**src/rtl/core/mse_pkg.sv**
```systemverilog
// ----------------------------------------------------------------------------
// mse_pkg
// Types, opcode and function codes shared by the execute unit modules.
// ----------------------------------------------------------------------------
package mse_pkg;

    localparam int DATA_WORDS = 32;
    localparam int DIDX_W = $clog2(DATA_WORDS) > 0 ? $clog2(DATA_WORDS) : 1;
    localparam int QDEPTH = 2;
    localparam logic [31:0] PC_RESET = 32'd96;
    localparam logic [31:0] NOP_WORD = 32'h8000_0000;

    localparam logic [4:0] OP_SPECIAL = 5'h00;
    localparam logic [4:0] OP_BLTZ = 5'h01;
    localparam logic [4:0] OP_J = 5'h02;
    localparam logic [4:0] OP_LW = 5'h03;
    localparam logic [4:0] OP_BEQ = 5'h04;
    localparam logic [4:0] OP_ADDI = 5'h08;
    localparam logic [4:0] OP_SW = 5'h0B;
    localparam logic [4:0] OP_MUL = 5'h1C;

    localparam logic [5:0] FN_SLL = 6'h00;
    localparam logic [5:0] FN_SRL = 6'h02;
    localparam logic [5:0] FN_JR = 6'h08;
    localparam logic [5:0] FN_MOVZ = 6'h0A;
    localparam logic [5:0] FN_BREAK = 6'h0D;
    localparam logic [5:0] FN_ADD = 6'h20;
    localparam logic [5:0] FN_AND = 6'h24;
    localparam logic [5:0] FN_OR = 6'h25;
    localparam logic [5:0] FN_SUB = 6'h22;

    localparam logic [3:0] K_SKIP = 4'd0;
    localparam logic [3:0] K_LOAD = 4'd1;
    localparam logic [3:0] K_NOP = 4'd2;
    localparam logic [3:0] K_ADD = 4'd3;
    localparam logic [3:0] K_AND = 4'd4;
    localparam logic [3:0] K_OR = 4'd5;
    localparam logic [3:0] K_SUB = 4'd6;
    localparam logic [3:0] K_SLL = 4'd7;
    localparam logic [3:0] K_SRL = 4'd8;
    localparam logic [3:0] K_MOVZ = 4'd9;
    localparam logic [3:0] K_JR = 4'd10;
    localparam logic [3:0] K_BRK = 4'd11;
    localparam logic [3:0] K_J = 4'd12;
    localparam logic [3:0] K_ADDI = 4'd13;
    localparam logic [3:0] K_BEQ = 4'd14;
    localparam logic [3:0] K_OTHER = 4'd15;

    // classified request between front and back
    typedef struct packed {
        logic [3:0] kind;
        logic [2:0] sub;      // under K_OTHER: 0 BLTZ, 1 LW, 2 SW, 3 MUL
        logic [31:0] word;
        logic [4:0] load_index;
    } op_t;

    localparam logic [2:0] S_BLTZ = 3'd0;
    localparam logic [2:0] S_LW = 3'd1;
    localparam logic [2:0] S_SW = 3'd2;
    localparam logic [2:0] S_MUL = 3'd3;

    typedef struct packed {
        logic [31:0] next_pc;
        logic halted;
        logic skipped;
        logic reg_written;
        logic [4:0] reg_index;
        logic [31:0] reg_value;
        logic mem_written;
        logic [4:0] mem_index;
        logic mem_fault;
    } res_t;

endpackage

```
**src/rtl/core/mse_front.sv**
```systemverilog
// ----------------------------------------------------------------------------
// mse_front
// Classify requests by opcode and function into a short queue.
// ----------------------------------------------------------------------------
module mse_front
    import mse_pkg::*;
(
    input  logic clk,
    input  logic rst_n,
    input  logic push,
    output logic full,
    input  logic action,
    input  logic [31:0] word,
    input  logic [4:0] load_index,
    output logic q_valid,
    output op_t q_op,
    input  logic q_take
);
    op_t mem_reg [QDEPTH];
    logic [0:0] wp_reg, wp_next, rp_reg, rp_next;
    logic [1:0] cnt_reg, cnt_next;
    op_t cls;
    logic wr;

    always_comb
    begin
        cls.word = word;
        cls.load_index = load_index;
        cls.sub = S_BLTZ;
        cls.kind = K_SKIP;
        if (!action)
            cls.kind = K_LOAD;
        else if (word[31])
        begin
            unique case (word[30:26])
                OP_SPECIAL:
                begin
                    priority if (word[5:0] == FN_ADD) cls.kind = K_ADD;
                    else if (word[5:0] == FN_AND) cls.kind = K_AND;
                    else if (word[5:0] == FN_BREAK) cls.kind = K_BRK;
                    else if (word[5:0] == FN_JR) cls.kind = K_JR;
                    else if (word[5:0] == FN_MOVZ) cls.kind = K_MOVZ;
                    else if (word == NOP_WORD) cls.kind = K_NOP;
                    else if (word[5:0] == FN_OR) cls.kind = K_OR;
                    else if (word[5:0] == FN_SLL) cls.kind = K_SLL;
                    else if (word[5:0] == FN_SRL) cls.kind = K_SRL;
                    else if (word[5:0] == FN_SUB) cls.kind = K_SUB;
                    else cls.kind = K_SKIP;
                end
                OP_J: cls.kind = K_J;
                OP_ADDI: cls.kind = K_ADDI;
                OP_BEQ: cls.kind = K_BEQ;
                OP_BLTZ: begin cls.kind = K_OTHER; cls.sub = S_BLTZ; end
                OP_LW: begin cls.kind = K_OTHER; cls.sub = S_LW; end
                OP_SW: begin cls.kind = K_OTHER; cls.sub = S_SW; end
                OP_MUL: begin cls.kind = K_OTHER; cls.sub = S_MUL; end
                default: cls.kind = K_SKIP;
            endcase
        end
    end

    assign full = (cnt_reg == 2'(QDEPTH));
    assign wr = push && !full;
    assign q_valid = (cnt_reg != 2'd0);
    assign q_op = mem_reg[rp_reg];
    assign wp_next = wr ? wp_reg + 1'b1 : wp_reg;
    assign rp_next = q_take ? rp_reg + 1'b1 : rp_reg;
    assign cnt_next = cnt_reg + 2'(wr) - 2'(q_take);

    always_ff @(posedge clk)
    begin
        if (wr)
            mem_reg[wp_reg] <= cls;
    end

    always_ff @(posedge clk or negedge rst_n)
    begin
        if (!rst_n)
        begin
            wp_reg <= '0;
            rp_reg <= '0;
            cnt_reg <= '0;
        end
        else
        begin
            wp_reg <= wp_next;
            rp_reg <= rp_next;
            cnt_reg <= cnt_next;
        end
    end
endmodule

```
**config.mk**
```make
export PLATFORM = sky130hd
export DESIGN_NAME = mse_front
export DESIGN_NICKNAME = d
export VERILOG_FILES = /design/src/rtl/core/mse_pkg.sv /design/src/rtl/core/mse_front.sv
export SDC_FILE = /design/constraint.sdc
export NUM_CORES = 1
export LEC_CHECK = 0
export CAP_MARGIN = 20
export CORE_MARGIN = 2
export CORE_UTILIZATION = 35
export DETAILED_ROUTE_END_ITERATION = 12
export DONT_BUFFER_PORTS = 1
export PLACE_DENSITY = 0.48
export SYNTH_ARGS = -nofsm -noshare
export SYNTH_HDL_FRONTEND = slang
export SYNTH_SLANG_ARGS = --single-unit
export TNS_END_PERCENT = 100
```
**constraint.sdc**
```tcl
create_clock -name clk -period 3.7 [get_ports clk]
set_clock_uncertainty 0.2 [all_clocks]
set_input_delay 0.74 -clock clk [delete_from_list [all_inputs] [get_ports clk]]
set_output_delay 0.74 -clock clk [all_outputs]
set_load 0.02 [all_outputs]
```
==> impl_metrics.toml, run 1 <==
[floorplanning]
core-area_um2 = 10300
die_x_um = 107
die_area_um2 = 11500
initial_core_util_pct = 36.1
dieHeight_um = 107
std_cell_rows = 37
top_level_ports = 88

[setup_path]
critPathLaunchType = "flop"
cp_max_fo = 29
startpoint = "rp_reg"
r2r_start = "cnt_reg[1]"
end_kind = "output port"
crit_path_top_delay_cell = "dfrtp_2"
crit_type = "flop to output port"
crit_chain = "buf_4, mux2_2"
critPathRequiredTime_ns = 2.76
crit_buf_inv = 1
cp_top_family = "flip-flops"
crit_arrival_ns = 1.99
critPathMaxStageDelay_ns = 0.83

[logic_synthesis]
synth_fa_ha_area_share_pct = 0.671
synth_compound_area_share_pct = 3.76
ys_types = 44
yosysWarnings = 0
synth_top_area_share_pct = 69.3
synth_edf_count = 86
ys_seq_elements = 90
synth_simple_gate_area_share_pct = 7.52
muxShareOfSynthArea_pct = 13.3
syn_avg_cell_area_um2 = 17.1
synth_top_family_by_area = "multiplexers"
async_flop_share_pct = 4.44
synth.net_count = 262
dominantRegCellSynth = "edfxtp_1"
ys_seq_area_share_pct = 72.0
synth_area_leaders = "edfxtp_1 (69%), mux2_2 (12%), dfrtp_1 (2.7%), mux2_1 (1.2%), nor4_2 (1.0%)"
netlist_instances = 218
synth_area_um2 = 3730
yosysTopAreaCell = "edfxtp_1"
synthXorXnorAreaFrac_pct = 1.17

[clock_network]
path_clk_slew_ns = 0.08
cts-root-buf = "clkbuf_8"
clock_path_buffers = 2
postCtsSetupBuffers = 0
clock_sinks = 90
cts_tree = "yes"
cts_buffers = 9
clk_latency_ns = 0.35
post_cts_resized = 0
ctsHtreeMaxLevel = 3

[route]
drtAntennaViolNets = 0
totalWireLength_um = 6800
drc = 0
wire_per_inst_um = 18.5
vias = 1814
vias_per_cell = 4.94
dr.pass1.iters = 4
drt_iter0_drc = 40

[power]
power_leakage_nw = 1.27
combPwrFrac_pct = 30.4
power_density_nw_per_um2 = 728
switching_share_pct = 34.6
p_seq_share_pct = 51.0
intPower_w = 0.00194
power_frac_clock_pct = 18.6
vdd_ir_drop_max_uv = 238
power.switching_w = 0.00103

[timing]
period_minus_slack_ns = 2.93
slew_headroom_pct = 49.6
fmax_mhz = 341
maxSlewViolCount = 0
hold_viol = 0
worstMarginPinSlew_ns = 0.754
final-setup-viol-count = 0
rsz0062_at_grt = "no"
min_period_over_period_pct = 79.2
final.setup.tns_ns = 0

[global_routing]
grt_max_degree = 30
grt_pass1_vias = 1864
grt_antenna_before_repair = 0
grt.overflow.total = 0
grt_pass1_wl_um = 10000
grt_usage_pct = 12.1

[final_layout]
final_cell_mix = "edfxtp_1 (86), mux2_2 (39), nand2_1 (9), clkbuf_8 (9), o21ai_0 (7)"
layout_commonest_cell = "edfxtp_1"
area_growth_pct = 9.23
utilization_pct = 39.4
num_antenna_cells = 0
drive_gt1_share_pct = 28.6
final_nets = 271
largest_reg_flops = 86
num-fill-cells = 959

[worst_hold_path]
worstHoldStart = "q_take"
hold_class = "input port to flop"

[outcome]
status = "completed"

[placement]
place_congestion = 0.697
numPortBuffers = 0
dp_hpwl_um = 4540

[flow_run]
maxCapViolCount = 0
## Yosys cell counts, types with 2 or more instances
cell       n
edfxtp_1  86
mux2_2    39
nand2_1    9
o21ai_0    7
nand3_1    5
buf_2      4
dfrtp_1    4
mux2_1     4
nand4_1    4
nor2_1     4
inv_1      3
nor4_2     3
o21ai_1    3
xnor2_1    3
a211oi_1   2
a21oi_1    2
a311oi_1   2
buf_4      2
ha_1       2
inv_2      2
nor3_1     2
or3_1      2
or4_4      2
xor2_1     2
## final cells by class
| type | count | area [um^2] | area share, % |
|---|---|---|---|
| Multi-Input combinational cell | 116 | 996 | 24.5 |
| Inverter | 5 | 18.8 | 0.461 |
| Clock buffer | 10 | 128 | 3.13 |
| Sequential cell | 90 | 2680 | 65.9 |
| Timing Repair Buffer | 5 | 52.6 | 1.29 |
| Clock inverter | 5 | 22.5 | 0.553 |
| Tap cell | 136 | 170 | 4.18 |
## cell families (layout without fill, tap and decap cells)
family / count (synthesis) / count (layout)
buf+inv: 12 / 25
flops: 90 / 90
mux: 44 / 44
fa+ha+maj: 2 / 2
other cells: 1 / 1
compound gates: 22 / 22
simple gates: 42 / 42
xor+xnor: 5 / 5
## power groups by stage
stage | registers (W) | clock network [W] | logic, W
final | 0.00151 | 0.000551 | 0.000901
after global routing | 0.00155 | 0.000612 | 0.000955
after CTS | 0.00152 | 0.000572 | 0.000932
after detailed placement | 0.00154 | 0 | 0.000925
after global placement | 0.00154 | 0 | 0.000916
after floorplan | 0.00147 | 0 | 0.000815
## final timing paths
kind / to / slack, ns / cells past startpoint
max: q_op[36] / 0.77 / 2
min: rp_reg / 0.26 / 1
max reg2reg: mem_reg[0][32] / 1.67 / 4
min reg2reg: cnt_reg[1] / 0.30 / 1
max in group asynchronous: rp_reg / 2.67 / 1
min in group asynchronous: cnt_reg[0] / 0.45 / 1
## timing repair
item | 4_1_cts | 5_1_grt
endpoints found under the hold margin | 4 | 0
hold buffers | 1 | 0
endpoints found under the setup margin | 0 | 0
## per-stage QoR
stage / worst slack (ns) / area (um^2) / total power, W / instances / hold slack (ns)
after detailed placement: 1.08 / 3910 / 0.00247 / 351 / 0.244
after CTS: 0.684 / 4070 / 0.00302 / 367 / 0.238
after global routing: 0.609 / 4070 / 0.00311 / 367 / 0.230
final: 0.770 / 4070 / 0.00296 / 367 / 0.261
after floorplan: 0.414 / 3730 / 0.00228 / 218 / 0.244
after global placement: 1.10 / 3910 / 0.00246 / 351 / 0.244
## metal layers
layer	vias to the layer above	wire, um	GRT usage [%]
met5	-	0	0
met4	0	102	5.84
met3	10	715	6.32
met2	67	3250	19.7
met1	865	2730	12.9
li1	872	-	-
No activity file was read; power rests on OpenSTA's default activity.
==> run 2, diff against run 1 <==
- PLACE_DENSITY: 0.48 -> 0.5
- clock period: 3.7 -> 2.5 ns (I/O delays scaled with it)
==> run 2 against run 1 <==
Against the previous run:
- critical endpoint is now q_op[42]
- clock-buffer cell count decreased by 1
- largest power group unchanged
- combinational power increased by 61%
- via count increased by 2.6%
- largest cell class unchanged
==> impl_metrics.toml, run 2 (synthesized netlist as in run 1, its figures left out) <==
[clock_network]
clock_sinks = 90
clock_path_buffers = 2
cts_buffers = 9
post_cts_resized = 0
clk_latency_ns = 0.35
ctsHtreeMaxLevel = 3
cts-root-buf = "clkbuf_8"
path_clk_slew_ns = 0.08
cts_tree = "yes"

[floorplanning]
die_area_um2 = 11500
std_cell_rows = 37
dieHeight_um = 107
core-area_um2 = 10300
initial_core_util_pct = 36.1
die_x_um = 107
top_level_ports = 88

[setup_path]
cp_max_fo = 25
critPathRequiredTime_ns = 1.80
cp_top_family = "multiplexers"
critPathLaunchType = "flop"
end_kind = "output port"
critPathMaxStageDelay_ns = 0.47
crit_path_top_delay_cell = "mux2_2"
crit_buf_inv = 1
crit_arrival_ns = 1.51
crit_chain = "buf_4, mux2_2"
r2r_setup_slack_ns = 0.72
crit_type = "flop to output port"

[placement]
place_congestion = 0.721
numPortBuffers = 0
dpl_cell_area_um2 = 3920
dpl.cell_count = 352
pre_cts_ws_ns = 0.206
dp_hpwl_um = 4720

[final_layout]
ff_latch_area_um2 = 2680
design_area_um2 = 4150
num_antenna_cells = 0
final_nets = 272
final_cells = 369
largest_reg_flops = 86
drive_gt1_share_pct = 30.9
multi_input_area_um2 = 996
num-fill-cells = 947
layout_commonest_cell = "edfxtp_1"
area_growth_pct = 11.2
final_cell_mix = "edfxtp_1 (86), mux2_2 (39), nand2_1 (9), clkbuf_8 (9), o21ai_0 (7)"

[route]
drc = 0
drtAntennaViolNets = 0
vias_per_cell = 5.04
drt_iter0_drc = 34
vias = 1861
dr.pass1.iters = 4
totalWireLength_um = 6870
wire_per_inst_um = 18.6

[timing]
hold_viol = 0
timing.hold.ws_ns = 0.0248
maxSlewViolCount = 0
fmax_mhz = 452
period_minus_slack_ns = 2.21
setup_ws_ns = 0.286
final-setup-viol-count = 0
final.setup.tns_ns = 0
min_period_over_period_pct = 88.6
rsz0062_at_grt = "no"

[global_routing]
grt_util_met2_pct = 20.6
busiest_layer = "met2"
grt_pass1_vias = 1924
grt_max_degree = 39
grt_antenna_before_repair = 0
use_met3_pct = 5.78
globalRouteMet1Util_pct = 13.3
grt.overflow.total = 0
grt_pass1_wl_um = 10400
grt_usage_pct = 12.2

[power]
power_leakage_nw = 1.31
vdd_ir_drop_max_uv = 428
power_density_nw_per_um2 = 1120

[flow_run]
maxCapViolCount = 0

[worst_hold_path]
hold_class = "input port to flop"

[outcome]
status = "completed"
## run 2: changes by cell type in the layout (fill, tap and decap cells not counted)
cell	before	now
clkinv_1	4	1
clkinvlp_4	1	2
clkbuf_1	1	0
clkinv_2	0	1
buf_4	3	4
bufinv_16	0	2
inv_6	0	1
## run 2: metal layers
layer	vias to the layer above	part of all wire, %
met4	0	1.7
met5	-	0
li1	873	-
met2	65	49
met3	11	10
met1	912	39
## run 2: final timing paths
kind / start / to / cells after the start
max: rp_reg / q_op[42] / 2
min: q_take / rp_reg / 1
max reg2reg: cnt_reg[1] / cnt_reg[1] / 7
min reg2reg: cnt_reg[1] / cnt_reg[1] / 1
max in group asynchronous: rst_n / rp_reg / 1
min in group asynchronous: rst_n / cnt_reg[0] / 1
## run 2: layout make-up
class | count | area share (%)
Clock buffer | 9 | 2.99
Clock inverter | 7 | 2.23
Inverter | 5 | 0.453
Multi-Input combinational cell | 116 | 24.0
Sequential cell | 90 | 64.7
Tap cell | 136 | 4.11
Timing Repair Buffer | 6 | 1.45
## run 2: stage by stage
step	utilization (%)	power (W)
final	40.2	0.00465
after global routing	40.2	0.00487
after CTS	40.2	0.00475
after detailed placement	38.0	0.00367
after global placement	38.0	0.00366
after floorplan	-	0.00337
## run 2: repair_timing
item	CTS	global route
setup buffers	0	0
hold endpoints to repair	4	0
hold buffers	1	0
## run 2: power by group
part           switching (W)  internal [W]
Combinational       0.000977      0.000469
Sequential         0.0000820       0.00206
Clock               0.000503      0.000561
Total                0.00156       0.00309
